## config.mk

```make
export PLATFORM = sky130hd
export DESIGN_NAME = cfrf_front_flat
export DESIGN_NICKNAME = d
export VERILOG_FILES = /design/src/hdl/cfrf_pkg.sv /design/src/hdl/cfrf_req_if.sv /design/src/hdl/cfrf_front.sv /design/src/flat_wrapper.sv
export SDC_FILE = /design/constraint.sdc
export NUM_CORES = 1
export LEC_CHECK = 0
export BUFFER_PORTS_ARGS = -buffer_cell sky130_fd_sc_hd__buf_2
export CAP_MARGIN = 30
export CORE_ASPECT_RATIO = 0.5
export CORE_MARGIN = 4
export CORE_UTILIZATION = 32
export DETAILED_ROUTE_END_ITERATION = 8
export PLACE_DENSITY_LB_ADDON = 0.08
export SYNTH_ARGS = -nofsm -noshare
export SYNTH_HDL_FRONTEND = slang
export SYNTH_SLANG_ARGS = --single-unit
```

## constraint.sdc

```tcl
create_clock -name clock -period 3.14 [get_ports clock]
set_input_delay 0.471 -clock clock [delete_from_list [all_inputs] [get_ports clock]]
set_output_delay 0.471 -clock clock [all_outputs]
set_load 0.02 [all_outputs]
```

## src/hdl/cfrf_pkg.sv

```systemverilog
// ---------------------------------------------------------------------------
// cfrf_pkg
// Shared types, codes and the default tap table of the complex FIR core.
// ---------------------------------------------------------------------------
`timescale 1ns / 1ps
`default_nettype none

package cfrf_pkg;

   // item kind carried on the request channel
   typedef enum logic {
      OP_SAMPLE = 1'b0,
      OP_TAP    = 1'b1
   } op_type;

   // back-end sequencer
   typedef enum logic [1:0] {
      BK_IDLE,
      BK_MAC,
      BK_WAIT
   } back_state_type;

   localparam int QUEUE_DEPTH = 2;
   localparam int DEFAULT_TAP_COUNT = 45;
   localparam logic [6:0] TAP_COUNT_RESET = 7'd45;

   // classified job handed from the front to the back
   typedef struct packed {
      op_type             op;
      logic signed [15:0] sample_re;
      logic signed [15:0] sample_im;
      logic [5:0]         tap_index;
      logic signed [17:0] tap_value;
      logic               has_out;   // sample produces at least one result
      logic               sweep;     // frame end: count window span down to zero
      logic [5:0]         d_start;   // window span of the first result
   } cmd_type;

   typedef struct packed {
      logic full;
      logic empty;
   } q_stat_type;

   // quantized 45-tap low-pass, Q2.16
   localparam logic signed [17:0] DEFAULT_TAPS [DEFAULT_TAP_COUNT] = '{
      -18'sd72,    18'sd79,    -18'sd55,   -18'sd12,   18'sd121,   -18'sd233,
      18'sd275,    -18'sd167,  -18'sd120,  18'sd512,   -18'sd825,  18'sd827,
      -18'sd352,   -18'sd568,  18'sd1637,  -18'sd2337, 18'sd2095,  -18'sd521,
      -18'sd2385,  18'sd6147,  -18'sd9908, 18'sd12686, 18'sd51890,
      18'sd12686,  -18'sd9908, 18'sd6147,  -18'sd2385, -18'sd521,  18'sd2095,
      -18'sd2337,  18'sd1637,  -18'sd568,  -18'sd352,  18'sd827,   -18'sd825,
      18'sd512,    -18'sd120,  -18'sd167,  18'sd275,   -18'sd233,  18'sd121,
      -18'sd12,    -18'sd55,   18'sd79,    -18'sd72
   };

   function automatic logic signed [17:0] default_tap(input logic [5:0] idx);
      if (idx < 6'(DEFAULT_TAP_COUNT)) begin
         return DEFAULT_TAPS[idx];
      end
      return 18'sd0;
   endfunction

endpackage

`default_nettype wire

```

## src/hdl/cfrf_req_if.sv

```systemverilog
// ---------------------------------------------------------------------------
// cfrf_req_if
// Request channel: sample beats and tap write beats.
// ---------------------------------------------------------------------------
`timescale 1ns / 1ps
`default_nettype none

interface cfrf_req_if;
   logic               valid;
   logic               ready;
   logic               operation;
   logic signed [15:0] sample_re;
   logic signed [15:0] sample_im;
   logic               frame_last;
   logic [5:0]         tap_index;
   logic signed [17:0] tap_value;

   modport source (
      output valid, operation, sample_re, sample_im, frame_last, tap_index, tap_value,
      input  ready
   );
   modport sink (
      input  valid, operation, sample_re, sample_im, frame_last, tap_index, tap_value,
      output ready
   );
endinterface

`default_nettype wire

```

## src/hdl/cfrf_front.sv

```systemverilog
// ---------------------------------------------------------------------------
// cfrf_front
// Accepts request beats, tracks the frame position and turns each beat
// into a job: tap write, or sample with the window span of its results.
// ---------------------------------------------------------------------------
`timescale 1ns / 1ps
`default_nettype none

module cfrf_front #(
   parameter int MAX_TAPS = 64
) (
   input  wire logic                 clock,
   input  wire logic                 reset,
   cfrf_req_if.sink                  req,
   input  wire logic [6:0]           tap_count,
   input  wire cfrf_pkg::q_stat_type q_stat,
   output logic                      q_push,
   output cfrf_pkg::cmd_type         q_cmd
);

   localparam int CW = $clog2(MAX_TAPS + 1);

   logic [CW-1:0] pos_ff, pos_in;
   logic [6:0]    taps7, count7, span7;
   logic          is_sample;

   assign req.ready = !q_stat.full;
   assign q_push    = req.valid && req.ready;
   assign is_sample = (cfrf_pkg::op_type'(req.operation) == cfrf_pkg::OP_SAMPLE);

   always_comb begin
      // taps in use, clamped to 1..MAX_TAPS
      if (tap_count == 7'd0) begin
         taps7 = 7'd1;
      end else if (tap_count > 7'(MAX_TAPS)) begin
         taps7 = 7'(MAX_TAPS);
      end else begin
         taps7 = tap_count;
      end
      // samples in frame including this one, saturating
      if (7'(pos_ff) >= 7'(MAX_TAPS)) begin
         count7 = 7'(MAX_TAPS);
      end else begin
         count7 = 7'(pos_ff) + 7'd1;
      end
      if (req.frame_last) begin
         span7 = ((count7 < taps7) ? count7 : taps7) - 7'd1;
      end else begin
         span7 = taps7 - 7'd1;
      end
   end

   always_comb begin
      q_cmd.op        = cfrf_pkg::op_type'(req.operation);
      q_cmd.sample_re = req.sample_re;
      q_cmd.sample_im = req.sample_im;
      q_cmd.tap_index = req.tap_index;
      q_cmd.tap_value = req.tap_value;
      q_cmd.sweep     = is_sample && req.frame_last;
      q_cmd.has_out   = is_sample && (req.frame_last || (count7 >= taps7));
      q_cmd.d_start   = 6'(span7);
   end

   always_comb begin
      pos_in = pos_ff;
      if (q_push && is_sample) begin
         pos_in = req.frame_last ? '0 : CW'(count7);
      end
   end

   always_ff @(posedge clock) begin
      if (reset) begin
         pos_ff <= '0;
      end else begin
         pos_ff <= pos_in;
      end
   end

endmodule

`default_nettype wire

```

## src/flat_wrapper.sv

```systemverilog
// flat-port wrapper written by rule: the top's interface ports become plain ports
module cfrf_front_flat 
#(
   parameter int MAX_TAPS = 64
)
  (clock, reset, tap_count, q_stat, q_push, q_cmd, req_valid, req_operation, req_sample_re, req_sample_im, req_frame_last, req_tap_index, req_tap_value, req_ready);
  cfrf_req_if req_i ();
  input  wire logic clock;
  input  wire logic reset;
  input  wire logic [6:0] tap_count;
  input  wire cfrf_pkg::q_stat_type q_stat;
  output logic q_push;
  output cfrf_pkg::cmd_type q_cmd;
  input wire logic [$bits(req_i.valid)-1:0] req_valid;
  input wire logic [$bits(req_i.operation)-1:0] req_operation;
  input wire logic [$bits(req_i.sample_re)-1:0] req_sample_re;
  input wire logic [$bits(req_i.sample_im)-1:0] req_sample_im;
  input wire logic [$bits(req_i.frame_last)-1:0] req_frame_last;
  input wire logic [$bits(req_i.tap_index)-1:0] req_tap_index;
  input wire logic [$bits(req_i.tap_value)-1:0] req_tap_value;
  output wire logic [$bits(req_i.ready)-1:0] req_ready;
  assign req_i.valid = req_valid;
  assign req_i.operation = req_operation;
  assign req_i.sample_re = req_sample_re;
  assign req_i.sample_im = req_sample_im;
  assign req_i.frame_last = req_frame_last;
  assign req_i.tap_index = req_tap_index;
  assign req_i.tap_value = req_tap_value;
  assign req_ready = req_i.ready;
  cfrf_front #(.MAX_TAPS(MAX_TAPS)) u_core (.clock(clock), .reset(reset), .req(req_i), .tap_count(tap_count), .q_stat(q_stat), .q_push(q_push), .q_cmd(q_cmd));
endmodule
```

==> impl_metrics.ini, run 1 <==
[synthesis]
synthArstFlopShare_pct = 0
ys_warn_count = 0
synth_edf_count = 0
ys_seq_elements = 7
yosysSeqAreaShare_pct = 10.7
synthCells = 168
syn_area_mm2 = 0.00131
synthFlopType = dfxtp_1
avgSynthCellArea_um2 = 7.77
synth_top_family_by_area = buffers and inverters
synth_fa_ha_area_share_pct = 9.59
synth-simple-area-share_pct = 18.5
synthMuxAreaShare_pct = 6.33
syn-num-nets = 248
yosysUniqueCellTypes = 37
synth_compound_area_share_pct = 13.6
synthXorXnorAreaFrac_pct = 4.70

[route]
drc = 0
drt_iter0_drc = 18
postRouteAntennaNets = 0
post_drt_wl_per_cell_um = 15.7
firstDrtPassIters = 4
totalWireLength_mm = 3.63
viasPerCell = 4.32
vias = 998

[worst_setup_path]
path_cells = ha_4, nand3_1, xor2_2, nor2_2, ha_4, a21oi_2, o21ai_2, nor3b_4, mux2i_4, ha_4, nand3_2, xor2_1, mux2i_2, buf_4
cp_common_cell = ha_4
cp.arrival_ps = 2960
r2r_end = u_core.pos_ff[1]
slowest_delay_ps = 350
rr_startpoint = u_core.pos_ff[1]
crit_type = reg -> out
cp_slowest_cell = dfxtp_2
rr_worst_depth = 8
cp_data_required_time_ps = 2670
reg2reg_slack_ps = 1610
cp_max_fo = 3
cp-end-kind = output port
start_kind = flip-flop

[timing]
maxSlewHeadroom_pct = 75.9
fin_hold_ws_ps = 505
clock_skew_ps = 1.65
finalCriticalPeriod_ps = 3430
period_share_pct = 109
fmax_ghz = 0.292
setup_tns_ps = -580
setup_slack_ps = -289
finalMaxSlewViolations = 0
worst_pin_slew_ps = 357
hold_viol = 0
setup_viol = 3
rsz0062_at_grt = true

[layout]
largest_reg_flops = 7
area_growth_syn_to_layout_pct = 25.9
nets = 258
antenna_cells = 0
fillers = 424
reg.largest.list = u_core.pos_ff: 7 flops
regMostFlops = u_core.pos_ff
drive_gt1_share_pct = 62.1

[grt]
grt_pass1_vias = 1021
grt_overflow = 0
grt_first_pass_wirelength_mm = 5.63
grtUsageTotal_pct = 13.5
antenna_found_initial = 0
grt_max_degree = 11

[cts]
insertion_delay_ps = 220
cts-buffers-inserted = 3
clk_pin_slew_ps = 40
clockRootBuffer = clkbuf_8
cts_sinks = 7
htreeDepth = 1
cts_buffer_depth = 2
cts_tree = built

[outcome]
violations = setup timing
status = finished, violations left

[pwr]
p_total_uw = 360
p_leak_uw = 0.000733
p_per_area_mw_per_mm2 = 219
peakVddDrop_mv = 0.113

[hold_path]
whs_endpoint = u_core.pos_ff[2]
hold_path_class = in -> reg
whs_path_depth = 2
hp-start = reset

[floorplan]
io_pins = 137
die_x_um = 98.3
design.core.area_mm2 = 0.00392
rows = 16
die_h_um = 53.2
initial_core_util_pct = 33.3
die-area_mm2 = 0.00523

[place]
dpl.hpwl_mm = 3.20
numPortBuffers = 23
routabilityCongestion = 0.777

[run]
max-cap-violations = 0
[where the power goes]
part	switching [uW]	internal, uW
Combinational	72.8	74.9
Sequential	0.511	89.9
Clock	34.4	87.4
[cell families after synthesis]
logic type | count (synthesis)
buffers and inverters | 68
AND/OR/NAND/NOR | 47
AO/OA/AOI/OAI | 23
adder cells (fa/ha/maj) | 10
XOR/XNOR | 7
flip-flops | 7
multiplexers | 6
[cells in the mapped netlist (2+ instances only)]
| cell type | n | share of area (%) |
|---|---|---|
| nand2b_1 | 2 | 0.96 |
| o21ai_1 | 2 | 0.77 |
| nand2_1 | 9 | 2.6 |
| dfxtp_1 | 7 | 11 |
| ha_1 | 10 | 9.6 |
| mux2i_1 | 3 | 2.3 |
| a22oi_1 | 4 | 2.3 |
| nor2b_1 | 4 | 1.9 |
| nor2_1 | 15 | 4.3 |
| xor2_1 | 5 | 3.4 |
| xnor2_1 | 2 | 1.3 |
| nor3_1 | 3 | 1.2 |
| o21a_1 | 3 | 1.7 |
| buf_4 | 57 | 33 |
| a21oi_1 | 8 | 3.1 |
| nand3_1 | 6 | 2.3 |
| inv_1 | 7 | 2.0 |
| mux2_4 | 2 | 2.3 |
[cell usage in the layout, fill, tap and decap left out, types with 2 or more instances in the layout]
cell and count:
a21oi_2 4, buf_2 18, dfxtp_1 3, nand2_1 8, mux2i_4 2, inv_2 2
nor2_1 14, ha_1 3, nand3_2 3, nor2b_1 3, mux2_4 2, a22oi_1 4
buf_4 40, xor2_1 2, inv_1 5, nor3_2 2, nand2b_1 2, ha_4 6
dfxtp_2 4, nand3_1 2, a21oi_1 4, xor2_2 3, o21a_1 3, buf_6 6
clkbuf_8 3
[through the flow]
step	util (%)	instances	setup slack [ps]	instance area (um^2)
2_1_floorplan	-	168	-394	1390
3_3_place_gp	35.5	221	-341	1390
3_5_place_dp	35.5	221	-356	1390
4_1_cts	39.7	229	-279	1560
5_1_grt	41.9	231	-430	1640
6_report	41.9	231	-289	1640
[per-layer routing]
metal / wire length, um / GRT usage (%) / vias to the layer above
li1: - / - / 516
met1: 1420 / 14.7 / 422
met2: 1740 / 23.8 / 50
met3: 449 / 6.32 / 10
met4: 21 / 4.31 / 0
met5: 0 / 0 / -
[worst max-delay path, delay by kind of cell, from the launching register on]
| kind | cells | cell delay [ps] |
|---|---|---|
| and+or+nand+nor | 4 | 640 |
| adders and majority gates | 3 | 560 |
| muxes | 2 | 440 |
| xor gates and xnor gates | 2 | 360 |
| DFF | 1 | 350 |
| AOI/OAI and AO/OA | 2 | 220 |
| buffers and inverters | 1 | 160 |
[worst max path at each step]
stage / cells past startpoint / start / slack, ps / to
CTS: 14 / u_core.pos_ff[1] / -280 / q_cmd[4]
detailed placement: 15 / tap_count[3] / -360 / q_cmd[4]
global placement: 15 / tap_count[3] / -340 / q_cmd[4]
finish: 14 / u_core.pos_ff[1] / -290 / q_cmd[4]
floorplan: 12 / tap_count[3] / -390 / q_cmd[4]
global route: 15 / u_core.pos_ff[2] / -430 / q_cmd[4]
[area by class of cell]
| class | count | area, um^2 | share of cell area (%) |
|---|---|---|---|
| clock buffer | 4 | 45.0 | 2.74 |
| inverter | 9 | 36.3 | 2.21 |
| tap | 54 | 67.6 | 4.11 |
| sequential | 7 | 145 | 8.83 |
| multi-input combinational | 93 | 891 | 54.2 |
| timing repair buffer | 64 | 458 | 27.9 |
[timing repair]
item,4_1_cts,5_1_grt
resized for setup,20,11
pin swaps,11,10
hold buffers,0,0
setup buffers,4,2
endpoints found under the setup margin,5,5
(Power assumes the default switching activity.)
==> run 2: changes to the inputs <==
Settings changed: CORE_UTILIZATION 32 to 33, CTS_BUF_LIST set to sky130_fd_sc_hd__clkbuf_4 sky130_fd_sc_hd__clkbuf_8.
==> run 2 against run 1 <==
Effect of this change:
- the run still ends with setup timing left
- sequential power decreased by 0.9%
- clock power increased by 9.8%
- sequential cell count did not move
- hold slack worse by 3.4 ps
- combinational power up 3%
- sequential share of layout area grew 0.33 points
- worst setup slack lost 36 ps
- highest routed layer unchanged
==> impl_metrics.ini, run 2 (same netlist as run 1, synthesis figures left out) <==
[layout]
mostFrequentLayoutCells = buf_4, buf_2, nor2_1
drive_gt1_share_pct = 60.2
antenna_cells = 0
ff_latch_area_um2 = 149
multiInputGateArea_um2 = 863
final_area_mm2 = 0.00163
fillers = 386
largest_reg_flops = 7
nets = 257
layout_commonest_cell = buf_4
area_growth_syn_to_layout_pct = 24.5
reg.largest.list = u_core.pos_ff: 7 flops
regMostFlops = u_core.pos_ff

[pwr]
peakVddDrop_mv = 0.149
p_total_uw = 376
p_per_area_mw_per_mm2 = 231
p_leak_uw = 0.000734

[timing]
maxSlewHeadroom_pct = 73.8
clock_skew_ps = 1.35
finalCriticalPeriod_ps = 3460
setup_viol = 3
finalMaxSlewViolations = 0
fmax_ghz = 0.289
setup_slack_ps = -324
worst_pin_slew_ps = 392
rsz0062_at_grt = true
period_share_pct = 110
hold_viol = 0
setup_tns_ps = -684

[worst_setup_path]
cp.arrival_ps = 2990
cp-end-kind = output port
cp_slowest_cell = dfxtp_4
rr_startpoint = u_core.pos_ff[0]
path_cells = buf_4, nand3_1, mux2i_4, inv_2, ha_1, a21oi_2, o21ai_2, nor3b_4, mux2i_4, ha_4, nand3_2, xor2_1, mux2i_2, buf_4
cp_max_fo = 3
cp_data_required_time_ps = 2670
crit_type = reg -> out
critical-path-top-delay-family = multiplexers
critPathBufInv = 3
rr_worst_depth = 7
cp-startpoint = u_core.pos_ff[1]
crit_cells = 14
slowest_delay_ps = 350
endpoint = q_cmd[4]
start_kind = flip-flop
r2r_end = u_core.pos_ff[1]
reg2reg_slack_ps = 1600

[place]
numPortBuffers = 23
routabilityCongestion = 0.730
dpl.hpwl_mm = 3.37
postPlaceCellArea_mm2 = 0.00137
dpl_worst_slack_ps = -459

[cts]
cts_buffer_depth = 2
htreeDepth = 1
insertion_delay_ps = 220
cts_sinks = 7
clockRootBuffer = clkbuf_8
cts-buffers-inserted = 3
cts_tree = built
clk_pin_slew_ps = 40
cts_hold_buf = 0

[grt]
grt_first_pass_wirelength_mm = 5.93
grt_overflow = 0
grt_pass1_vias = 1067
grtUsageTotal_pct = 14.7
grt_max_degree = 11
antenna_found_initial = 0

[outcome]
violations = setup timing
status = finished, violations left

[floorplan]
initial_core_util_pct = 36.0
rows = 15
io_pins = 137
die-area_mm2 = 0.00509
design.core.area_mm2 = 0.00362
die_h_um = 52.5
die_x_um = 96.9

[route]
totalWireLength_mm = 3.84
viasPerCell = 4.59
postRouteAntennaNets = 0
drc = 0
post_drt_wl_per_cell_um = 16.9
vias = 1041
firstDrtPassIters = 4
drt_iter0_drc = 20

[run]
max-cap-violations = 0

[hold_path]
hold_path_class = in -> reg
run 2: changes by cell type in the layout (fill, tap and decap cells not counted), sizes merged:
cell,change
buf,-1
run 2: per-layer routing:
layer  track usage (%)  part of all wire (%)
met4              3.73                  0.99
met2              26.0                    48
met5              2.20                     0
met1              15.8                    38
met3              7.57                    13
run 2: what timing repair did:
item / 4_1_cts / 5_1_grt
setup endpoints to repair: 4 / 5
gates resized for setup: 25 / 7
pin swaps: 8 / 4
setup buffers: 8 / 2
run 2: area by class of cell:
cell class,count,share of cell area [%]
clock buffers,4,3.00
inverters,9,2.23
multi-input cells,93,53.1
flip-flops and latches,7,9.16
well taps,51,3.93
repair buffers,63,28.6
run 2: worst min-delay path by stage:
| stage | startpoint | slack (ps) | cells past startpoint | end |
|---|---|---|---|---|
| global placement | u_core.pos_ff[5] | 550 | 2 | u_core.pos_ff[5] |
| finish | reset | 500 | 2 | u_core.pos_ff[1] |
| floorplan | u_core.pos_ff[1] | 520 | 2 | u_core.pos_ff[1] |
| detailed placement | u_core.pos_ff[5] | 560 | 2 | u_core.pos_ff[5] |
| CTS | reset | 500 | 2 | u_core.pos_ff[1] |
| global route | reset | 520 | 2 | u_core.pos_ff[1] |
run 2: report_power, final:
group	leakage, uW	internal [uW]	switching [uW]
logic	0.000648	79.2	72.7
clock network	0.0000262	96.4	37.9
registers	0.0000593	89.0	0.609
run 2: metrics by stage:
step           hold slack [ps]  instances  utilization [%]
2_1_floorplan              524        168                -
3_3_place_gp               552        215             37.7
3_5_place_dp               562        215             37.7
4_1_cts                    505        227             44.1
5_1_grt                    522        227             44.9
6_report                   501        227             44.9
