$ cat src/hdl/cfrf_pkg.sv
// ---------------------------------------------------------------------------
// cfrf_pkg
// Shared types, codes and the default tap table of the complex FIR core.
// ---------------------------------------------------------------------------
`timescale 1ns / 1ps
`default_nettype none

package cfrf_pkg;

   // item kind carried on the request channel
   typedef enum logic {
      OP_SAMPLE = 1'b0,
      OP_TAP    = 1'b1
   } op_type;

   // back-end sequencer
   typedef enum logic [1:0] {
      BK_IDLE,
      BK_MAC,
      BK_WAIT
   } back_state_type;

   localparam int QUEUE_DEPTH = 2;
   localparam int DEFAULT_TAP_COUNT = 45;
   localparam logic [6:0] TAP_COUNT_RESET = 7'd45;

   // classified job handed from the front to the back
   typedef struct packed {
      op_type             op;
      logic signed [15:0] sample_re;
      logic signed [15:0] sample_im;
      logic [5:0]         tap_index;
      logic signed [17:0] tap_value;
      logic               has_out;   // sample produces at least one result
      logic               sweep;     // frame end: count window span down to zero
      logic [5:0]         d_start;   // window span of the first result
   } cmd_type;

   typedef struct packed {
      logic full;
      logic empty;
   } q_stat_type;

   // quantized 45-tap low-pass, Q2.16
   localparam logic signed [17:0] DEFAULT_TAPS [DEFAULT_TAP_COUNT] = '{
      -18'sd72,    18'sd79,    -18'sd55,   -18'sd12,   18'sd121,   -18'sd233,
      18'sd275,    -18'sd167,  -18'sd120,  18'sd512,   -18'sd825,  18'sd827,
      -18'sd352,   -18'sd568,  18'sd1637,  -18'sd2337, 18'sd2095,  -18'sd521,
      -18'sd2385,  18'sd6147,  -18'sd9908, 18'sd12686, 18'sd51890,
      18'sd12686,  -18'sd9908, 18'sd6147,  -18'sd2385, -18'sd521,  18'sd2095,
      -18'sd2337,  18'sd1637,  -18'sd568,  -18'sd352,  18'sd827,   -18'sd825,
      18'sd512,    -18'sd120,  -18'sd167,  18'sd275,   -18'sd233,  18'sd121,
      -18'sd12,    -18'sd55,   18'sd79,    -18'sd72
   };

   function automatic logic signed [17:0] default_tap(input logic [5:0] idx);
      if (idx < 6'(DEFAULT_TAP_COUNT)) begin
         return DEFAULT_TAPS[idx];
      end
      return 18'sd0;
   endfunction

endpackage

`default_nettype wire

$ cat src/hdl/cfrf_rsp_if.sv
// ---------------------------------------------------------------------------
// cfrf_rsp_if
// Response channel: filtered complex output beats.
// ---------------------------------------------------------------------------
`timescale 1ns / 1ps
`default_nettype none

interface cfrf_rsp_if;
   logic               valid;
   logic               ready;
   logic signed [15:0] out_re;
   logic signed [15:0] out_im;
   logic               run_last;
   logic               frame_end;

   modport source (
      output valid, out_re, out_im, run_last, frame_end,
      input  ready
   );
   modport sink (
      input  valid, out_re, out_im, run_last, frame_end,
      output ready
   );
endinterface

`default_nettype wire

$ cat src/hdl/cfrf_ram.sv
// ---------------------------------------------------------------------------
// cfrf_ram
// Simple dual-port RAM, one write port, one read port, registered read.
// ---------------------------------------------------------------------------
`timescale 1ns / 1ps
`default_nettype none

module cfrf_ram #(
   parameter int WIDTH = 32,
   parameter int DEPTH = 64,
   localparam int AW = (DEPTH > 1) ? $clog2(DEPTH) : 1
) (
   input  wire logic             clock,
   input  wire logic             we,
   input  wire logic [AW-1:0]    waddr,
   input  wire logic [WIDTH-1:0] wdata,
   input  wire logic [AW-1:0]    raddr,
   output logic      [WIDTH-1:0] rdata
);

   logic [WIDTH-1:0] mem_ff [DEPTH];
   logic [WIDTH-1:0] rdata_ff;

   always_ff @(posedge clock) begin
      if (we) begin
         mem_ff[waddr] <= wdata;
      end
      rdata_ff <= mem_ff[raddr];
   end

   assign rdata = rdata_ff;

endmodule

`default_nettype wire

$ cat src/hdl/cfrf_back.sv
// ---------------------------------------------------------------------------
// cfrf_back
// Executes jobs: tap writes, history writes and the shared I/Q
// multiply-accumulate, then rounds, saturates and drives the response.
// ---------------------------------------------------------------------------
`timescale 1ns / 1ps
`default_nettype none

module cfrf_back #(
   parameter int MAX_TAPS     = 64,
   parameter int SAMPLE_WIDTH = 16,
   parameter int TAP_WIDTH    = 18
) (
   input  wire logic                 clock,
   input  wire logic                 reset,
   input  wire cfrf_pkg::q_stat_type q_stat,
   input  wire cfrf_pkg::cmd_type    head,
   output logic                      q_pop,
   cfrf_rsp_if.source                rsp
);

   // stored sample / tap widths; results saturate to the sample width
   localparam int SW     = (SAMPLE_WIDTH < 16) ? SAMPLE_WIDTH : 16;
   localparam int TW     = (TAP_WIDTH < 18) ? TAP_WIDTH : 18;
   localparam int HAW    = (MAX_TAPS > 1) ? $clog2(MAX_TAPS) : 1;
   localparam int HDEPTH = 2 ** HAW;
   localparam int CW     = $clog2(MAX_TAPS + 1);
   localparam int PW     = SW + TW;
   localparam int AW     = PW + CW;

   localparam logic signed [AW-1:0] RND    = AW'(2 ** 15);
   localparam logic signed [AW-1:0] SAT_HI = AW'(2 ** (SW - 1) - 1);
   localparam logic signed [AW-1:0] SAT_LO = AW'(-(2 ** (SW - 1)));

   cfrf_pkg::back_state_type state_ff, state_in;

   logic [HAW-1:0]      newest_ff, newest_in;
   logic [HAW-1:0]      d_ff, d_in;
   logic [HAW-1:0]      j_ff, j_in;
   logic                sweep_ff, sweep_in;
   logic [MAX_TAPS-1:0] tap_valid_ff, tap_valid_in;

   logic                 s1_vld_ff, s1_vld_in;
   logic                 s1_first_ff, s1_first_in;
   logic                 s1_last_ff, s1_last_in;
   logic                 s1_tval_ff, s1_tval_in;
   logic signed [TW-1:0] s1_tdef_ff, s1_tdef_in;

   logic                 s2_vld_ff, s2_vld_in;
   logic                 s2_first_ff, s2_first_in;
   logic                 s2_last_ff, s2_last_in;
   logic signed [PW-1:0] prod_re_ff, prod_re_in;
   logic signed [PW-1:0] prod_im_ff, prod_im_in;

   logic signed [AW-1:0] acc_re_ff, acc_re_in;
   logic signed [AW-1:0] acc_im_ff, acc_im_in;
   logic                 acc_done_ff, acc_done_in;

   logic                 rsp_valid_ff, rsp_valid_in;
   logic signed [15:0]   out_re_ff, out_re_in;
   logic signed [15:0]   out_im_ff, out_im_in;
   logic                 run_last_ff, run_last_in;
   logic                 frame_end_ff, frame_end_in;

   logic                 pop_tap, pop_sample, tap_we, issue, load_out, more_out;
   logic [HAW-1:0]       tap_waddr, hist_waddr, hist_raddr;
   logic [TW-1:0]        tap_rdata;
   logic [2*SW-1:0]      hist_rdata;
   logic signed [17:0]   def_full;
   logic signed [TW-1:0] tap_val;
   logic signed [SW-1:0] hist_re, hist_im;
   logic signed [AW-1:0] sh_re, sh_im, sat_re, sat_im;

   // ---------------- sequencer ----------------
   assign load_out = (state_ff == cfrf_pkg::BK_WAIT) && acc_done_ff &&
                     (!rsp_valid_ff || rsp.ready);
   assign more_out = sweep_ff && (d_ff != '0);

   always_comb begin
      state_in = state_ff;
      unique case (state_ff)
         cfrf_pkg::BK_IDLE: begin
            if (!q_stat.empty && (head.op == cfrf_pkg::OP_SAMPLE) && head.has_out) begin
               state_in = cfrf_pkg::BK_MAC;
            end
         end
         cfrf_pkg::BK_MAC: begin
            if (j_ff == d_ff) begin
               state_in = cfrf_pkg::BK_WAIT;
            end
         end
         cfrf_pkg::BK_WAIT: begin
            if (load_out) begin
               state_in = more_out ? cfrf_pkg::BK_MAC : cfrf_pkg::BK_IDLE;
            end
         end
         default: state_in = cfrf_pkg::BK_IDLE;
      endcase
   end

   always_comb begin
      q_pop = 1'b0;
      issue = 1'b0;
      unique case (state_ff)
         cfrf_pkg::BK_IDLE: q_pop = !q_stat.empty;
         cfrf_pkg::BK_MAC:  issue = 1'b1;
         cfrf_pkg::BK_WAIT: ;
         default: ;
      endcase
   end

   assign pop_tap    = q_pop && (head.op == cfrf_pkg::OP_TAP);
   assign pop_sample = q_pop && (head.op == cfrf_pkg::OP_SAMPLE);
   assign tap_we     = pop_tap && (7'(head.tap_index) < 7'(MAX_TAPS));
   assign tap_waddr  = head.tap_index[HAW-1:0];
   assign hist_waddr = newest_ff + HAW'(1);
   // sample d - j back from the newest one
   assign hist_raddr = newest_ff - (d_ff - j_ff);

   always_comb begin
      newest_in    = pop_sample ? hist_waddr : newest_ff;
      tap_valid_in = tap_valid_ff;
      if (tap_we) begin
         tap_valid_in[tap_waddr] = 1'b1;
      end
      d_in     = d_ff;
      j_in     = j_ff;
      sweep_in = sweep_ff;
      if (pop_sample) begin
         d_in     = head.d_start[HAW-1:0];
         j_in     = '0;
         sweep_in = head.sweep;
      end else if (issue && (j_ff != d_ff)) begin
         j_in = j_ff + HAW'(1);
      end else if (load_out && more_out) begin
         d_in = d_ff - HAW'(1);
         j_in = '0;
      end
   end

   // ---------------- memories ----------------
   cfrf_ram #(.WIDTH(TW), .DEPTH(MAX_TAPS)) u_tap_ram (
      .clock (clock),
      .we    (tap_we),
      .waddr (tap_waddr),
      .wdata (head.tap_value[TW-1:0]),
      .raddr (j_ff),
      .rdata (tap_rdata)
   );

   cfrf_ram #(.WIDTH(2 * SW), .DEPTH(HDEPTH)) u_hist_ram (
      .clock (clock),
      .we    (pop_sample),
      .waddr (hist_waddr),
      .wdata ({head.sample_im[SW-1:0], head.sample_re[SW-1:0]}),
      .raddr (hist_raddr),
      .rdata (hist_rdata)
   );

   // ---------------- MAC pipeline ----------------
   assign def_full    = cfrf_pkg::default_tap(6'(j_ff));
   assign s1_vld_in   = issue;
   assign s1_first_in = (j_ff == '0);
   assign s1_last_in  = (j_ff == d_ff);
   assign s1_tval_in  = tap_valid_ff[j_ff];
   assign s1_tdef_in  = def_full[TW-1:0];

   assign tap_val     = s1_tval_ff ? signed'(tap_rdata) : s1_tdef_ff;
   assign hist_re     = signed'(hist_rdata[SW-1:0]);
   assign hist_im     = signed'(hist_rdata[2*SW-1:SW]);
   assign prod_re_in  = PW'(tap_val) * PW'(hist_re);
   assign prod_im_in  = PW'(tap_val) * PW'(hist_im);
   assign s2_vld_in   = s1_vld_ff;
   assign s2_first_in = s1_first_ff;
   assign s2_last_in  = s1_last_ff;

   always_comb begin
      acc_re_in = acc_re_ff;
      acc_im_in = acc_im_ff;
      if (s2_vld_ff) begin
         acc_re_in = (s2_first_ff ? AW'(0) : acc_re_ff) + AW'(prod_re_ff);
         acc_im_in = (s2_first_ff ? AW'(0) : acc_im_ff) + AW'(prod_im_ff);
      end
      acc_done_in = acc_done_ff;
      if (load_out) begin
         acc_done_in = 1'b0;
      end else if (s2_vld_ff && s2_last_ff) begin
         acc_done_in = 1'b1;
      end
   end

   // ---------------- round, saturate, output register ----------------
   always_comb begin
      sh_re  = (acc_re_ff + RND) >>> 16;
      sh_im  = (acc_im_ff + RND) >>> 16;
      sat_re = (sh_re > SAT_HI) ? SAT_HI : ((sh_re < SAT_LO) ? SAT_LO : sh_re);
      sat_im = (sh_im > SAT_HI) ? SAT_HI : ((sh_im < SAT_LO) ? SAT_LO : sh_im);
   end

   always_comb begin
      rsp_valid_in = rsp_valid_ff && !rsp.ready;
      out_re_in    = out_re_ff;
      out_im_in    = out_im_ff;
      run_last_in  = run_last_ff;
      frame_end_in = frame_end_ff;
      if (load_out) begin
         rsp_valid_in = 1'b1;
         out_re_in    = 16'(sat_re);
         out_im_in    = 16'(sat_im);
         run_last_in  = !more_out;
         frame_end_in = sweep_ff && (d_ff == '0);
      end
   end

   assign rsp.valid     = rsp_valid_ff;
   assign rsp.out_re    = out_re_ff;
   assign rsp.out_im    = out_im_ff;
   assign rsp.run_last  = run_last_ff;
   assign rsp.frame_end = frame_end_ff;

   // ---------------- registers ----------------
   always_ff @(posedge clock) begin
      if (reset) begin
         state_ff     <= cfrf_pkg::BK_IDLE;
         newest_ff    <= '0;
         tap_valid_ff <= '0;
         s1_vld_ff    <= 1'b0;
         s2_vld_ff    <= 1'b0;
         acc_done_ff  <= 1'b0;
         rsp_valid_ff <= 1'b0;
      end else begin
         state_ff     <= state_in;
         newest_ff    <= newest_in;
         tap_valid_ff <= tap_valid_in;
         s1_vld_ff    <= s1_vld_in;
         s2_vld_ff    <= s2_vld_in;
         acc_done_ff  <= acc_done_in;
         rsp_valid_ff <= rsp_valid_in;
      end
   end

   always_ff @(posedge clock) begin
      d_ff         <= d_in;
      j_ff         <= j_in;
      sweep_ff     <= sweep_in;
      s1_first_ff  <= s1_first_in;
      s1_last_ff   <= s1_last_in;
      s1_tval_ff   <= s1_tval_in;
      s1_tdef_ff   <= s1_tdef_in;
      s2_first_ff  <= s2_first_in;
      s2_last_ff   <= s2_last_in;
      prod_re_ff   <= prod_re_in;
      prod_im_ff   <= prod_im_in;
      acc_re_ff    <= acc_re_in;
      acc_im_ff    <= acc_im_in;
      out_re_ff    <= out_re_in;
      out_im_ff    <= out_im_in;
      run_last_ff  <= run_last_in;
      frame_end_ff <= frame_end_in;
   end

endmodule

`default_nettype wire

$ cat src/flat_wrapper.sv
// flat-port wrapper written by rule: the top's interface ports become plain ports
module cfrf_back_flat 
#(
   parameter int MAX_TAPS     = 64,
   parameter int SAMPLE_WIDTH = 16,
   parameter int TAP_WIDTH    = 18
)
  (clock, reset, q_stat, head, q_pop, rsp_valid, rsp_out_re, rsp_out_im, rsp_run_last, rsp_frame_end, rsp_ready);
  cfrf_rsp_if rsp_i ();
  input  wire logic clock;
  input  wire logic reset;
  input  wire cfrf_pkg::q_stat_type q_stat;
  input  wire cfrf_pkg::cmd_type head;
  output logic q_pop;
  output wire logic [$bits(rsp_i.valid)-1:0] rsp_valid;
  output wire logic [$bits(rsp_i.out_re)-1:0] rsp_out_re;
  output wire logic [$bits(rsp_i.out_im)-1:0] rsp_out_im;
  output wire logic [$bits(rsp_i.run_last)-1:0] rsp_run_last;
  output wire logic [$bits(rsp_i.frame_end)-1:0] rsp_frame_end;
  input wire logic [$bits(rsp_i.ready)-1:0] rsp_ready;
  assign rsp_valid = rsp_i.valid;
  assign rsp_out_re = rsp_i.out_re;
  assign rsp_out_im = rsp_i.out_im;
  assign rsp_run_last = rsp_i.run_last;
  assign rsp_frame_end = rsp_i.frame_end;
  assign rsp_i.ready = rsp_ready;
  cfrf_back #(.MAX_TAPS(MAX_TAPS), .SAMPLE_WIDTH(SAMPLE_WIDTH), .TAP_WIDTH(TAP_WIDTH)) u_core (.clock(clock), .reset(reset), .q_stat(q_stat), .head(head), .q_pop(q_pop), .rsp(rsp_i));
endmodule
$ cat config.mk
export PLATFORM = sky130hd
export DESIGN_NAME = cfrf_back_flat
export DESIGN_NICKNAME = d
export VERILOG_FILES = /design/src/hdl/cfrf_pkg.sv /design/src/hdl/cfrf_rsp_if.sv /design/src/hdl/cfrf_ram.sv /design/src/hdl/cfrf_back.sv /design/src/flat_wrapper.sv
export SDC_FILE = /design/constraint.sdc
export NUM_CORES = 2
export LEC_CHECK = 0
export BUFFER_PORTS_ARGS = -buffer_cell sky130_fd_sc_hd__buf_2
export CELL_PAD_IN_SITES_DETAIL_PLACEMENT = 2
export CELL_PAD_IN_SITES_GLOBAL_PLACEMENT = 2
export CORE_MARGIN = 2
export CORE_UTILIZATION = 28
export DETAILED_ROUTE_END_ITERATION = 6
export PLACE_DENSITY = 0.47
export SETUP_SLACK_MARGIN = 0.2
export SYNTH_ARGS = -nofsm -noshare
export SYNTH_HDL_FRONTEND = slang
export SYNTH_SLANG_ARGS = --single-unit
$ cat constraint.sdc
create_clock -name clock -period 8.9 [get_ports clock]
set_input_delay 0.89 -clock clock [delete_from_list [all_inputs] [get_ports clock]]
set_output_delay 0.89 -clock clock [all_outputs]
set_load 0.1 [all_outputs]
==> results.cfg <==
[run_status]
status = completed

[yosys]
synth_area_per_cell_sq_um = 18.0
synth_cell_types = 95
synthTopCellsByArea = edfxtp_1 62%, mux4_2 15%, fa_1 7.3%
synthCells = 8945
synthMuxAreaShare_pct = 14.9
synth_top_family_by_area = multiplexers
yosys_register_bits = 3544
yosysTopAreaCellShare_pct = 62.0
syn_nets = 9879
ys.flop_type = edfxtp_1
yosysTopAreaCell = edfxtp_1
synthAdderAreaFrac_pct = 9.46
yosysSeqAreaShare_pct = 64.8
synth-edff-count = 3323
synth_xor_xnor_area_share_pct = 1.11
synthSimpleGateAreaFrac_pct = 4.37
async_flop_share_pct = 0
synth_compound_area_share_pct = 2.61
synthTopCellsByCount = 3323 x edfxtp_1, 1040 x mux4_2, 709 x inv_1
synthesis.area_sq_um = 161000
synth_most_common_cell = edfxtp_1
yosysWarningCount = 0

[cells_and_area]
syn2layout_area_growth_pct = 15.1
seqCellArea_sq_um = 104000
drive_gt1_share_pct = 22.7
multiInputGateArea_sq_um = 53300
layout.nets = 10217
fillerInstances = 56741

[floorplan]
coreArea_sq_um = 573000
die-area_sq_um = 581000
fp.dieH_um = 762
row_count = 278
initial_utilization_pct = 28.1
io_pins = 106
die_w_um = 762

[timing]
skew_ps = 65.1
setup_viol = 0
setup_tns_ps = 0
worst_pin_slew_ps = 1380
slew_viol_final = 0
final.setup.worst_slack_ps = 1270
finalHoldViolations = 0
maxSlewHeadroom_pct = 8.26
rsz0062_at_grt = false
fmax_ghz = 0.131
min_period_over_period_pct = 85.7
layout_min_cycle_time_ps = 7630

[worst_setup_path]
worstSetupPathType = reg -> reg
path_buf_inv = 6
reg2reg_slack_ps = 1270
worstPathCellList = buf_4 > mux2_2 > nand2_1 > fa_1 > inv_1 > fa_1 > inv_1 > fa_1 > inv_1 > fa_1 > fa_1 > inv_1 > fa_1 > inv_1 > ha_1 > a21o_1 > a21oi_1 > o21ai_0 > a21o_1 > o21ai_0 > a31oi_1 > o21ai_0 > nor2b_1 > xnor2_1
cp-start-kind = flip-flop
critPathRequiredTime_ps = 9800
worstPathArrival_ps = 8530
cp_slowest_stage_delay_ps = 880
cp_common_cell = fa_1
crit_family = adder cells
slowest_stage = mux2_2
worst_setup_path_end_kind = flip-flop
crit_fanout = 32

[worst_hold_path]
hp-class = in -> reg

[placement]
io_buffers = 104
dp_slack_ps = 1220
gp_congestion = 0.738
dp_hpwl_um = 292000

[clock_tree]
hold_buffers = 0
clock_sinks = 3544
h-tree-depth = 5
clock_latency_ps = 1010
cts-resized-gates = 0
cts_buffers = 406
cts-root-buf = clkbuf_16
cts_tree = done
post-cts-setup-buffers = 0
clockBufferDepth = 4
clkTransAtPathRegs_ps = 60

[grt]
grt_max_degree = 112
grt_overflow = 0
antenna_found_initial = 60
grt_pass1_vias = 94893
grt_use_total_pct = 17.0
grt_first_pass_wirelength_um = 710000

[job]
cap_violations = 0

[route]
drt-pass1-iter-count = 7
postRouteAntennaNets = 0
drt_wl_total_um = 499000
drt_iter0_markers = 6352
via_per_inst = 4.81
via_count = 82755
drc = 0
wl_per_cell_um = 29.0
==> worst paths after layout <==
| path | startpoint | endpoint | depth (start not counted) |
|---|---|---|---|
| setup reg to reg | u_core.s1_tval_ff | u_core.prod_re_ff[31] | 24 |
| hold reg to reg | u_core.s1_first_ff | u_core.s2_first_ff | 0 |
| hold / removal | rsp_ready | u_core.rsp.valid | 3 |
| setup / recovery | u_core.s1_tval_ff | u_core.prod_re_ff[31] | 24 |
==> routing by layer <==
metal / GRT usage (%) / up-vias / routed length (um) / part of all wire [%]
met5: 0 / - / 92 / 0.018
met4: 3.10 / 14 / 9180 / 1.8
met3: 2.20 / 507 / 19300 / 3.9
met2: 29.3 / 1354 / 248000 / 50
met1: 23.2 / 45995 / 223000 / 45
li1: - / 34885 / - / -
==> worst min-delay path: stages <==
cell and delay, ps:
buf_2 70, nand2b_1 130, a21oi_1 70
==> state kept, by name, indices dropped and copies added (netlist names), 2 cells and up <==
| name | cells |
|---|---|
| u_core.u_hist_ram.mem_ff | 2048 |
| u_core.u_tap_ram.mem_ff | 1152 |
| u_core.tap_valid_ff | 64 |
| u_core.acc_im_ff | 41 |
| u_core.acc_re_ff | 41 |
| u_core.prod_im_ff | 34 |
| u_core.prod_re_ff | 34 |
| u_core.u_hist_ram.rdata | 32 |
| u_core.u_tap_ram.rdata | 18 |
| u_core.rsp.out_im | 16 |
| u_core.rsp.out_re | 16 |
| u_core.s1_tdef_ff | 16 |
| u_core.d_ff | 6 |
| u_core.j_ff | 6 |
| u_core.newest_ff | 6 |
| u_core.state_ff | 2 |
==> stage by stage <==
step / utilization, % / std cells / hold slack [ps] / cell area (sq um)
finish: 32.3 / 17211 / 220 / 185000
global route: 32.3 / 17199 / 145 / 185000
CTS: 32.3 / 17191 / 92.4 / 185000
detailed placement: 30.1 / 16435 / 313 / 172000
global placement: 30.1 / 16435 / 312 / 172000
floorplan: - / 8945 / 310 / 161000
==> area by class of cell <==
| class | instances | area share [%] |
|---|---|---|
| inverter | 713 | 1.45 |
| timing repair buffer | 348 | 1.40 |
| clock inverter | 242 | 1.11 |
| sequential | 3544 | 56.3 |
| clock buffer | 514 | 5.88 |
| tap | 7560 | 5.11 |
| multi-input combinational | 4270 | 28.8 |
| antenna | 20 | 0.0270 |
==> cell usage in the layout, fill, tap and decap left out, types with 55 or more instances in the layout <==
master | Yosys | layout
dfxtp_1 | 221 | 215
a21oi_1 | 201 | 199
fa_1 | 587 | 586
edfxtp_1 | 3323 | 3323
nand3_1 | 55 | 55
o21ai_0 | 111 | 111
buf_4 | 8 | 226
mux4_2 | 1040 | 1040
clkbuf_1 | 266 | 83
ha_1 | 277 | 276
nor2_4 | 0 | 110
and2_1 | 275 | 275
nor2_1 | 403 | 275
nor2b_1 | 129 | 128
inv_1 | 709 | 709
a21o_1 | 66 | 66
clkinv_1 | 2 | 115
buf_2 | 85 | 103
xnor2_1 | 153 | 149
clkinv_2 | 0 | 72
nand2_1 | 434 | 434
clkbuf_16 | 0 | 412
==> kinds of logic (layout without fill, tap and decap cells) <==
group,after synthesis,count (layout)
AO/OA/AOI/OAI,652,652
XOR/XNOR,204,204
adder cells (fa/ha/maj),864,864
buffers and inverters,1131,1817
flip-flops,3544,3544
multiplexers,1095,1095
other,0,20
AND/OR/NAND/NOR,1455,1455
Power is not shown: default switching activity piles up to over one toggle a cycle in this logic, so the estimate is an artifact.
