===== config.mk =====
export PLATFORM = sky130hd
export DESIGN_NAME = cfrf_cmd_queue
export DESIGN_NICKNAME = d
export VERILOG_FILES = /design/src/hdl/cfrf_pkg.sv /design/src/hdl/cfrf_cmd_queue.sv
export SDC_FILE = /design/constraint.sdc
export NUM_CORES = 1
export LEC_CHECK = 0
export BUFFER_PORTS_ARGS = -buffer_cell sky130_fd_sc_hd__buf_4
export CORE_MARGIN = 2
export CORE_UTILIZATION = 40
export DETAILED_ROUTE_END_ITERATION = 10
export PLACE_DENSITY_LB_ADDON = 0.08
export SYNTH_ARGS = -nofsm -noshare
export SYNTH_HDL_FRONTEND = slang
export SYNTH_SLANG_ARGS = --single-unit

===== constraint.sdc =====
create_clock -name clock -period 4.1 [get_ports clock]
set_input_delay 0.615 -clock clock [delete_from_list [all_inputs] [get_ports clock]]
set_output_delay 0.615 -clock clock [all_outputs]
set_load 0.02 [all_outputs]

===== src/hdl/cfrf_pkg.sv =====
// ---------------------------------------------------------------------------
// cfrf_pkg
// Shared types, codes and the default tap table of the complex FIR core.
// ---------------------------------------------------------------------------
`timescale 1ns / 1ps
`default_nettype none

package cfrf_pkg;

   // item kind carried on the request channel
   typedef enum logic {
      OP_SAMPLE = 1'b0,
      OP_TAP    = 1'b1
   } op_type;

   // back-end sequencer
   typedef enum logic [1:0] {
      BK_IDLE,
      BK_MAC,
      BK_WAIT
   } back_state_type;

   localparam int QUEUE_DEPTH = 2;
   localparam int DEFAULT_TAP_COUNT = 45;
   localparam logic [6:0] TAP_COUNT_RESET = 7'd45;

   // classified job handed from the front to the back
   typedef struct packed {
      op_type             op;
      logic signed [15:0] sample_re;
      logic signed [15:0] sample_im;
      logic [5:0]         tap_index;
      logic signed [17:0] tap_value;
      logic               has_out;   // sample produces at least one result
      logic               sweep;     // frame end: count window span down to zero
      logic [5:0]         d_start;   // window span of the first result
   } cmd_type;

   typedef struct packed {
      logic full;
      logic empty;
   } q_stat_type;

   // quantized 45-tap low-pass, Q2.16
   localparam logic signed [17:0] DEFAULT_TAPS [DEFAULT_TAP_COUNT] = '{
      -18'sd72,    18'sd79,    -18'sd55,   -18'sd12,   18'sd121,   -18'sd233,
      18'sd275,    -18'sd167,  -18'sd120,  18'sd512,   -18'sd825,  18'sd827,
      -18'sd352,   -18'sd568,  18'sd1637,  -18'sd2337, 18'sd2095,  -18'sd521,
      -18'sd2385,  18'sd6147,  -18'sd9908, 18'sd12686, 18'sd51890,
      18'sd12686,  -18'sd9908, 18'sd6147,  -18'sd2385, -18'sd521,  18'sd2095,
      -18'sd2337,  18'sd1637,  -18'sd568,  -18'sd352,  18'sd827,   -18'sd825,
      18'sd512,    -18'sd120,  -18'sd167,  18'sd275,   -18'sd233,  18'sd121,
      -18'sd12,    -18'sd55,   18'sd79,    -18'sd72
   };

   function automatic logic signed [17:0] default_tap(input logic [5:0] idx);
      if (idx < 6'(DEFAULT_TAP_COUNT)) begin
         return DEFAULT_TAPS[idx];
      end
      return 18'sd0;
   endfunction

endpackage

`default_nettype wire


===== src/hdl/cfrf_cmd_queue.sv =====
// ---------------------------------------------------------------------------
// cfrf_cmd_queue
// Two-entry job queue between front and back.
// ---------------------------------------------------------------------------
`timescale 1ns / 1ps
`default_nettype none

module cfrf_cmd_queue (
   input  wire logic              clock,
   input  wire logic              reset,
   input  wire logic              push,
   input  wire cfrf_pkg::cmd_type push_cmd,
   input  wire logic              pop,
   output cfrf_pkg::cmd_type      head,
   output cfrf_pkg::q_stat_type   q_stat
);

   cfrf_pkg::cmd_type entry_ff [cfrf_pkg::QUEUE_DEPTH];
   logic       wr_ptr_ff, wr_ptr_in;
   logic       rd_ptr_ff, rd_ptr_in;
   logic [1:0] cnt_ff, cnt_in;

   assign q_stat.full  = (cnt_ff == 2'(cfrf_pkg::QUEUE_DEPTH));
   assign q_stat.empty = (cnt_ff == 2'd0);
   assign head         = entry_ff[rd_ptr_ff];

   always_comb begin
      wr_ptr_in = push ? !wr_ptr_ff : wr_ptr_ff;
      rd_ptr_in = pop  ? !rd_ptr_ff : rd_ptr_ff;
      cnt_in    = cnt_ff;
      if (push && !pop) begin
         cnt_in = cnt_ff + 2'd1;
      end else if (pop && !push) begin
         cnt_in = cnt_ff - 2'd1;
      end
   end

   always_ff @(posedge clock) begin
      if (push) begin
         entry_ff[wr_ptr_ff] <= push_cmd;
      end
   end

   always_ff @(posedge clock) begin
      if (reset) begin
         wr_ptr_ff <= 1'b0;
         rd_ptr_ff <= 1'b0;
         cnt_ff    <= 2'd0;
      end else begin
         wr_ptr_ff <= wr_ptr_in;
         rd_ptr_ff <= rd_ptr_in;
         cnt_ff    <= cnt_in;
      end
   end

endmodule

`default_nettype wire


==> run summary, run 1 <==
CTS buffer count -> 17
Mapped Area -> 4912 um2
CTS resizes -> 0
Pwr Total -> 3.307 mW
Worst r2r dst -> entry_ff[0][54]$_DFFE_PP_
Non-Filler Instances -> 530
Ports -> 136
Gr usage total -> 12.85%
Post-route DRC -> 0
Slew Viols, Final -> 0
Setup TNS -> 0 ns
CTS clock-pin slew for the worst setup and hold paths -> 0.05 ns
Cell Rows -> 40
Mapped Nets -> 294
CTS tree -> built
Largest net degree at the start of global routing -> 66
Adder-cell share of the synthesized area -> 0.2547%
Most area-hungry cell type in the Yosys netlist -> edfxtp_1
CP startpoint kind -> register
Largest family of logic cells by synthesized area -> multiplexers
Synth Warn # -> 0
Htree depth -> 4
Post-CTS Setup Repair Bufs -> 0
Routed Antenna Nets -> 0
Max Fclk -> 386.3 MHz
Slew margin rel. -> 38.23%
Commonest non-fill, non-tap cell in the layout -> buf_4
Worst Path Required -> 3.48 ns
CP Capture Type -> output pin
Initial antenna violation count -> 0
CTS Sinks -> 135
Overall routed net length -> 8405 um
Final nets -> 442
Post-synth top area share -> 79.47%
Mux cell area share after synthesis -> 14.90%
Bufs on Longest Clock Path -> 2
RSZ-0062 raised after global routing -> false
Commonest non-fill, non-tap cells in the layout -> buf_4, edfxtp_1, mux2_2
Main flop type after synthesis -> edfxtp_1
Post-Syn Instances -> 224
WHS Endpoint -> entry_ff[0][48]$_DFFE_PP_
First-pass GRT wire length -> 12240 um
Type of the worst setup path -> register to output pin
# setup viols final -> 0
Max Cap Violations -> 0
Final Critical Period -> 2.589 ns
Core area -> 12010 um2
Vias in the first global route -> 2576
Worst-Skew Late Latency -> 0.40 ns
Die ar. -> 13180 um2
# hold bufs at CTS -> 0
Antenna diodes -> 0
R2R Path Start -> wr_ptr_ff$_SDFFE_PP0P_
Top post-synthesis cells by area -> edfxtp_1, mux2_2, dfxtp_1, buf_6, nor2_1
Synth Area in Simple Gates -> 0.9424%
Maximum fanout along the worst path -> 65
DR vias/cell -> 4.679
Area Overhead vs Synth -> 33.39%
P_leak -> 2.458 nW
Routability Congestion -> 0.6643
Grt ovf -> 0
#FFs+latches synth -> 135
DRT iter0 DRCs -> 82
Outcome -> finished, final reports clean
Hold depth -> 1
Origin of the worst min-delay path -> push_cmd[48]
Layout Utilization -> 54.55%
Chip Height -> 114.8 um
PwrDens -> 504.6 nW/um2
Drt first pass iters -> 4
Crit path arrival time -> 1.97 ns
Peak supply drop -> 0.0002727 V
DR WL/cell -> 15.86 um
Synth cell types -> 17
Hold crit path type -> input pin to register
XOR/XNOR share of the synthesized area -> 0.7132%
Worst slew pin tran -> 0.9266 ns
Part of the cycle the worst path needs -> 63.14%
Setup WS post-layout -> 1.511 ns
Initial Util -> 40.90%
DP Worst Slack -> 1.885 ns
Endpoints failing hold -> 0
Sequential-to-total area share from yosys stat -> 81.51%
Cells after DPL -> 500
Number of flops mapped to enable cells by yosys -> 130
DP Wirelength -> 5067 um
Share of layout cells above drive strength 1 -> 58.75%
Vias -> 2480
Clock Skew -> 0.005694 ns
IO buf count -> 135
Cells on worst reg2reg path -> 2
Die width -> 114.8 um
Compound-Gate Fraction of Synth Area -> 0.2038%
Syn_area_per_cell -> 21.93 um2
Clock root cell -> clkbuf_16
Ys async rst share -> 0%
Setup slack, reg-to-reg -> 2.39 ns
routing by layer:
metal | GRT usage, % | wire (um) | vias up
met3 | 5.430 | 582 | 14
met5 | 0 | 0 | -
met1 | 13.54 | 3310 | 1214
met2 | 21.66 | 4349 | 81
li1 | - | - | 1171
met4 | 7.470 | 162 | 0
sequential cells by signal (all words and copies together) (netlist names), named ones only:
| name | count |
|---|---|
| cnt_ff | 2 |
| entry_ff | 130 |
| rd_ptr_ff | 1 |
| wr_ptr_ff | 1 |
cell families (layout without fill, tap and decap cells):
family	after synthesis	in the layout
AND/OR/NAND/NOR	9	9
XOR/XNOR	4	4
multiplexers	65	65
buffers and inverters	8	167
flip-flops	135	135
adder cells (fa/ha/maj)	1	1
AO/OA/AOI/OAI	2	2
cells in the mapped netlist, types with 2 or more instances:
cell type  instances
edfxtp_1         130
xnor2_1            2
nor2_1             5
xor2_1             2
buf_6              5
dfxtp_1            5
mux2_2            65
stage by stage:
step	instance area, um2	hold slack, ns
4_1_cts	6553	0.3717
3_3_place_gp	6075	0.4824
3_5_place_dp	6075	0.4898
6_report	6553	0.3953
5_1_grt	6553	0.3724
2_1_floorplan	4912	0.4614
worst max path at each step:
stage	from	endpoint	slack (ns)	cells after the start
after floorplan	push	entry_ff[0][0]$_DFFE_PP_	0.13	1
after global placement	register	head[29]	1.89	2
after detailed placement	register	head[59]	1.88	2
after CTS	register	head[59]	1.44	2
after global routing	register	head[29]	1.40	2
final	register	head[29]	1.51	2
cell type report:
type,instances,area (um2)
inverter,1,3.754
tap,147,183.9
sequential,135,4008
timing repair buffer,136,1033
clock inverter,9,37.54
fill,995,5459
clock buffer,21,440.4
multi-input combinational,81,845.8
where the power goes:
group          switching [mW]  total, mW  internal, mW  leakage (nW)
clock network           0.487       1.23         0.746         0.235
registers              0.0446       1.66          1.61          1.26
logic                   0.205      0.418         0.213         0.960
worst max-delay path, stage by stage (launching register included):
cell and delay (ns):
dfxtp_4 0.95, mux2_2 0.43, buf_4 0.16
Note: power is estimated with default switching activity, not from simulation.
==> inputs of run 2 (changes only) <==
- ABC_AREA: not set -> 1
- clock period: 4.1 -> 2.3 ns (I/O delays scaled with it)
==> run 2 against run 1 <==
Hold slack lost 0.27 ns. Cell area rose by 5.0%. Non-clock buffer count increased by 6. Critical path depth grew 1. Highest routed layer unchanged.
==> run summary, run 2 <==
Post-route DRC -> 0 (unchanged)
Die width -> 117.2 um (+2.0%)
Adder-cell share of the synthesized area -> 0.2443% (-0.010 points)
Type of the worst setup path -> register to output pin
Share of layout cells above drive strength 1 -> 58.54% (-0.20 points)
Clock root cell -> clkbuf_16
Gr usage total -> 13.61% (+0.75 points)
XOR/XNOR share of the synthesized area -> 0.1710% (-0.54 points)
CP Capture Type -> output pin
Worst r2r dst -> entry_ff[1][18]$_DFFE_PP_
PwrDens -> 878.9 nW/um2 (+74%)
Initial antenna violation count -> 0 (unchanged)
Pwr Total -> 6.046 mW (+83%)
Mapped Nets -> 305 (+3.7%)
Final nets -> 459 (+3.8%)
Metal2 WL -> 4233 um (-2.7%)
RSZ-0062 raised after global routing -> false
Largest net degree at the start of global routing -> 36 (-45%)
Leading cell types by count after synthesis -> edfxtp_1, mux2_4, mux2_2
Htree depth -> 4 (unchanged)
Biggest register -> entry_ff
R2R Path Start -> wr_ptr_ff$_SDFFE_PP0P_
Slew Viols, Final -> 0 (unchanged)
DR vias/cell -> 4.521 (-3.4%)
Part of the cycle the worst path needs -> 91.45%
Largest family of logic cells by synthesized area -> multiplexers
CTS tree -> built
Final hold slack -> 0.1214 ns (-0.2739 ns)
CTS resizes -> 0 (unchanged)
Crit path arrival time -> 1.76 ns (-0.21 ns)
Final Critical Period -> 2.103 ns
Vias -> 2577 (+3.9%)
Endpoints failing hold -> 0 (unchanged)
DP Worst Slack -> 0.5876 ns (-1.297 ns)
Initial Util -> 40.76% (-0.14 points)
Fillers -> 1009 (+1.4%)
CTS clock-pin slew for the worst setup and hold paths -> 0.05 ns (about the same)
Post-synth top area share -> 76.21% (-3.3 points)
Chip Height -> 117.2 um (+2.0%)
Grt ovf -> 0 (unchanged)
Main flop type after synthesis -> edfxtp_1
Cell Rows -> 41 (+2.5%)
P_leak -> 2.723 nW (+11%)
Setup TNS -> 0 ns (unchanged)
Max Fclk -> 475.4 MHz
DR top layer -> met4
Wire length on met1 -> 3922 um (+18%)
Compound-Gate Fraction of Synth Area -> 0.1954% (-0.0084 points)
CP startpoint kind -> register
Worst-Skew Late Latency -> 0.41 ns (about the same)
CTS Sinks -> 135 (unchanged)
CTS buffer count -> 17 (unchanged)
Number of flops mapped to enable cells by yosys -> 130 (unchanged)
Largest regs -> entry_ff x130, cnt_ff x2
Most area-hungry cell type in the Yosys netlist -> edfxtp_1
Drt first pass iters -> 3 (-1)
Cells on worst reg2reg path -> 3 (+1)
DRT iter0 DRCs -> 94 (+15%)
Synth cell types -> 16 (-1)
Vias in the first global route -> 2577 (+0.039%)
Routed Antenna Nets -> 0 (unchanged)
Clock Skew -> 0.004849 ns (-0.0008454 ns)
Commonest non-fill, non-tap cell in the layout -> buf_4
Setup slack, reg-to-reg -> 0.87 ns (-1.52 ns)
IO buf count -> 135 (unchanged)
First-pass GRT wire length -> 13140 um (+7.4%)
Sequential-to-total area share from yosys stat -> 78.16% (-3.3 points)
Commonest non-fill, non-tap cells in the layout -> buf_4, edfxtp_1, mux2_4
Routability Congestion -> 0.6910 (+4.0%)
Bufs on Longest Clock Path -> 2 (unchanged)
Maximum fanout along the worst path -> 35 (-46%)
Top post-synthesis cells by area -> edfxtp_1, mux2_4, mux2_2, dfxtp_1, buf_6
Ys async rst share -> 0% (unchanged)
Die ar. -> 13730 um2 (+4.1%)
Post-Syn Instances -> 235 (+4.9%)
Post-CTS Setup Repair Bufs -> 0 (unchanged)
Max Cap Violations -> 0 (unchanged)
Max FFs per register -> 130 (unchanged)
Hold crit path type -> input pin to register
Mux cell area share after synthesis -> 17.95% (+3.1 points)
Synth Area in Simple Gates -> 1.197% (+0.25 points)
# hold bufs at CTS -> 0 (unchanged)
Syn_area_per_cell -> 21.80 um2 (-0.60%)
#FFs+latches synth -> 135 (unchanged)
Peak supply drop -> 0.0005587 V (+100%)
Cell with the most instances after synthesis -> edfxtp_1
Ports -> 136 (unchanged)
Worst setup path end -> head[59]
Worst slew pin tran -> 0.5105 ns (-0.4161 ns)
Mapped Area -> 5122 um2 (+4.3%)
Slew margin rel. -> 65.96% (+28 points)
Setup WS post-layout -> 0.1966 ns (-1.315 ns)
Area Overhead vs Synth -> 34.29%
Synth Warn # -> 0 (unchanged)
WL met3 -> 691 um (+19%)
Overall routed net length -> 9057 um (+7.8%)
DP Wirelength -> 5826 um (+15%)
Outcome -> finished, final reports clean
DR WL/cell -> 15.89 um (+0.20%)
Core area -> 12570 um2 (+4.6%)
Antenna diodes -> 0 (unchanged)
Worst Path Required -> 1.96 ns (-1.52 ns)
# setup viols final -> 0 (unchanged)
run 2: kinds of logic (layout without fill, tap and decap cells):
family,Yosys count,count (layout)
flops,135,135
mux,65,65
buf+inv,16,179
simple gates,15,15
compound gates,2,2
fa+ha+maj,1,1
xor+xnor,1,1
run 2: layout make-up:
type	count	area [um2]	area share, %
clock buffer	21	440.4	6.402
inverter	9	33.78	0.4911
timing repair buffer	142	1104	16.04
clock inverter	7	58.81	0.8549
sequential	135	4008	58.26
multi-input combinational	84	1020	14.82
tap	172	215.2	3.128
run 2: power breakdown:
group / switching, mW / internal, mW
clock: 0.886 / 1.44
sequential: 0.0470 / 2.85
combinational: 0.397 / 0.425
run 2: critical path, cell delays in order (launching register included):
cell and delay, ns:
dfxtp_4 0.51, buf_12 0.30, mux2_2 0.38, buf_4 0.16
run 2: how the worst min path moves through the flow:
stage                                start                   endpoint  slack [ns]  depth (start not counted)
floorplan                            reset                   register        0.42                          1
global route                  push_cmd[29]  entry_ff[1][29]$_DFFE_PP_         0.1                          1
finish                        push_cmd[48]  entry_ff[1][48]$_DFFE_PP_        0.12                          1
detailed placement  rd_ptr_ff$_SDFFE_PP0P_     rd_ptr_ff$_SDFFE_PP0P_        0.51                          2
CTS                           push_cmd[27]  entry_ff[1][27]$_DFFE_PP_         0.1                          1
global placement    rd_ptr_ff$_SDFFE_PP0P_     rd_ptr_ff$_SDFFE_PP0P_        0.50                          2
run 2: stage by stage:
stage | utilization, % | instance area [um2] | instances
finish | 54.73 | 6879 | 570
global placement | 50.76 | 6380 | 542
detailed placement | 50.76 | 6380 | 542
global route | 54.73 | 6879 | 570
floorplan | - | 5130 | 235
CTS | 54.73 | 6879 | 570
run 2: metal layers:
layer / global-route usage, % / vias up
li1: - / 1216
met1: 17.12 / 1248
met2: 20.04 / 95
met3: 5.819 / 18
met4: 7.137 / 0
met5: 0 / -
==> inputs of run 3 (changes only) <==
- CORE_UTILIZATION: 40 -> 44
==> run 3 against run 2 <==
Critical path depth is the same. Non-clock buffer count is the same. Hold slack gained 0.0067 ns. Largest power group unchanged. Die area shrank 8.8%. Clock power grew 12%. Clock skew is essentially flat. Sequential share of layout area shrank 0.34 points. Global-route usage grew 1.1 points.
==> run summary, run 3 (synthesized netlist as in run 2, its figures left out) <==
Outcome -> finished, final reports clean
Initial antenna violation count -> 1 (+1)
CTS clock-pin slew for the worst setup and hold paths -> 0.05 ns (about the same)
Commonest non-fill, non-tap cell in the layout -> buf_4
Worst slew pin tran -> 0.5845 ns (+0.07394 ns)
Vias in the first global route -> 2798 (+8.6%)
Crit path arrival time -> 1.75 ns (about the same)
Slew margin rel. -> 61.03% (-4.9 points)
Cell Rows -> 39 (-4.9%)
RSZ-0062 raised after global routing -> false
# hold bufs at CTS -> 0 (unchanged)
Slew Viols, Final -> 0 (unchanged)
Hold depth -> 2 (+1)
DR WL/cell -> 16.39 um (+3.2%)
Htree depth -> 4 (unchanged)
CP startpoint kind -> register
Core area -> 11370 um2 (-9.5%)
Clock root cell -> clkbuf_16
Critical path's slowest cell -> dfxtp_4
PwrDens -> 915.7 nW/um2 (+4.2%)
Top delay family on crit path -> flip-flops
Type of the worst setup path -> register to output pin
Bufs on Longest Clock Path -> 2 (unchanged)
P_leak -> 2.746 nW (+0.81%)
Post-route DRC -> 0 (unchanged)
Hold crit path type -> input pin to register
Area Overhead vs Synth -> 35.08%
Max Cap Violations -> 0 (unchanged)
Non-Filler Instances -> 545 (-4.4%)
DR vias/cell -> 4.780 (+5.7%)
Antenna diodes -> 0 (unchanged)
Maximum fanout along the worst path -> 18 (-49%)
Die ar. -> 12520 um2 (-8.8%)
Setup TNS -> 0 ns (unchanged)
Cells after DPL -> 513 (-5.4%)
Largest net degree at the start of global routing -> 44 (+22%)
Routed Antenna Nets -> 0 (unchanged)
Gr usage total -> 14.71% (+1.1 points)
CTS buffer count -> 17 (unchanged)
Worst path most repeated cell -> buf_4
Initial Util -> 45.05% (+4.3 points)
Clock Skew -> 0.004380 ns (-0.0004687 ns)
Final hold slack -> 0.1281 ns (+0.006705 ns)
IO buf count -> 135 (unchanged)
Crit path largest cell delay -> 0.53 ns (+0.02 ns)
DP Wirelength -> 5999 um (+3.0%)
CP Capture Type -> output pin
Overall routed net length -> 8935 um (-1.3%)
Die width -> 111.9 um (-4.5%)
Cells on worst reg2reg path -> 3 (unchanged)
Part of the cycle the worst path needs -> 91.07% (-0.38 points)
Routability Congestion -> 0.7189 (+4.0%)
Max Fclk -> 477.4 MHz (+0.42%)
Share of layout cells above drive strength 1 -> 59.20% (+0.66 points)
Grt ovf -> 0 (unchanged)
Post-CTS Setup Repair Bufs -> 0 (unchanged)
Critical path cell sequence -> buf_4 -> mux2_2 -> buf_4
Largest regs -> entry_ff x130, cnt_ff x2
Biggest register -> entry_ff
Ports -> 136 (unchanged)
Endpoints failing hold -> 0 (unchanged)
Chip Height -> 111.9 um (-4.5%)
First-pass GRT wire length -> 13770 um (+4.8%)
Max FFs per register -> 130 (unchanged)
CTS resizes -> 0 (unchanged)
CTS tree -> built
Cell depth of the worst setup path -> 3 (unchanged)
# setup viols final -> 0 (unchanged)
Final nets -> 459 (unchanged)
Commonest non-fill, non-tap cells in the layout -> buf_4, edfxtp_1, mux2_4
CTS Sinks -> 135 (unchanged)
Drt first pass iters -> 6 (+3)
WP buf/inv -> 2 (unchanged)
Worst-Skew Late Latency -> 0.39 ns (-0.02 ns)
DRT iter0 DRCs -> 84 (-11%)
Peak supply drop -> 0.0005537 V (-0.89%)
Final Critical Period -> 2.095 ns (-0.008823 ns)
Worst Path Required -> 1.96 ns (about the same)
Vias -> 2605 (+1.1%)
==> run 3: cell count changes in the layout (fill, tap and decap cells not counted), sizes merged <==
cell      before  now
clkinvlp       0    4
clkbuf        21   18
clkinv         6    7
bufinv         1    3
==> run 3: area by class of cell <==
| type | instances | area, um2 |
|---|---|---|
| clock inverters | 14 | 158.9 |
| fillers | 872 | 4451 |
| flip-flops and latches | 135 | 4008 |
| clock buffers | 18 | 429.2 |
| well taps | 143 | 178.9 |
| inverters | 9 | 33.78 |
| multi-input cells | 84 | 1020 |
| repair buffers | 142 | 1091 |
==> run 3: worst paths after layout <==
check                                       startpoint                        end  slack, ns
worst max-delay path                          register                   head[62]       0.21
worst min-delay path                             reset                   register       0.13
worst max register to register  wr_ptr_ff$_SDFFE_PP0P_  entry_ff[1][19]$_DFFE_PP_       0.86
worst min register to register  rd_ptr_ff$_SDFFE_PP0P_     rd_ptr_ff$_SDFFE_PP0P_       0.52
==> run 3: stage by stage <==
stage	total power, mW	setup slack [ns]	util, %	instance area (um2)
after floorplan	3.426	0.1636	-	5130
after global placement	3.764	0.6153	55.68	6331
after detailed placement	3.782	0.5958	55.68	6331
after CTS	6.419	0.1604	60.86	6919
after global routing	6.573	0.1103	60.86	6919
final	6.336	0.2054	60.86	6919
==> run 3: routing by layer <==
layer | vias up | global-route usage [%] | share of wire (%) | wire (um)
met2 | 91 | 24.65 | 52 | 4634
met5 | - | 0 | 0.18 | 16
met1 | 1287 | 16.83 | 40 | 3539
met3 | 4 | 6.532 | 7.9 | 704
met4 | 2 | 5.185 | 0.46 | 41
li1 | 1221 | - | - | -
==> run 3: power by group <==
part	leakage, nW	internal [mW]	switching [mW]
sequential	1.26	2.85	0.0473
combinational	1.21	0.424	0.398
clock	0.274	1.69	0.929
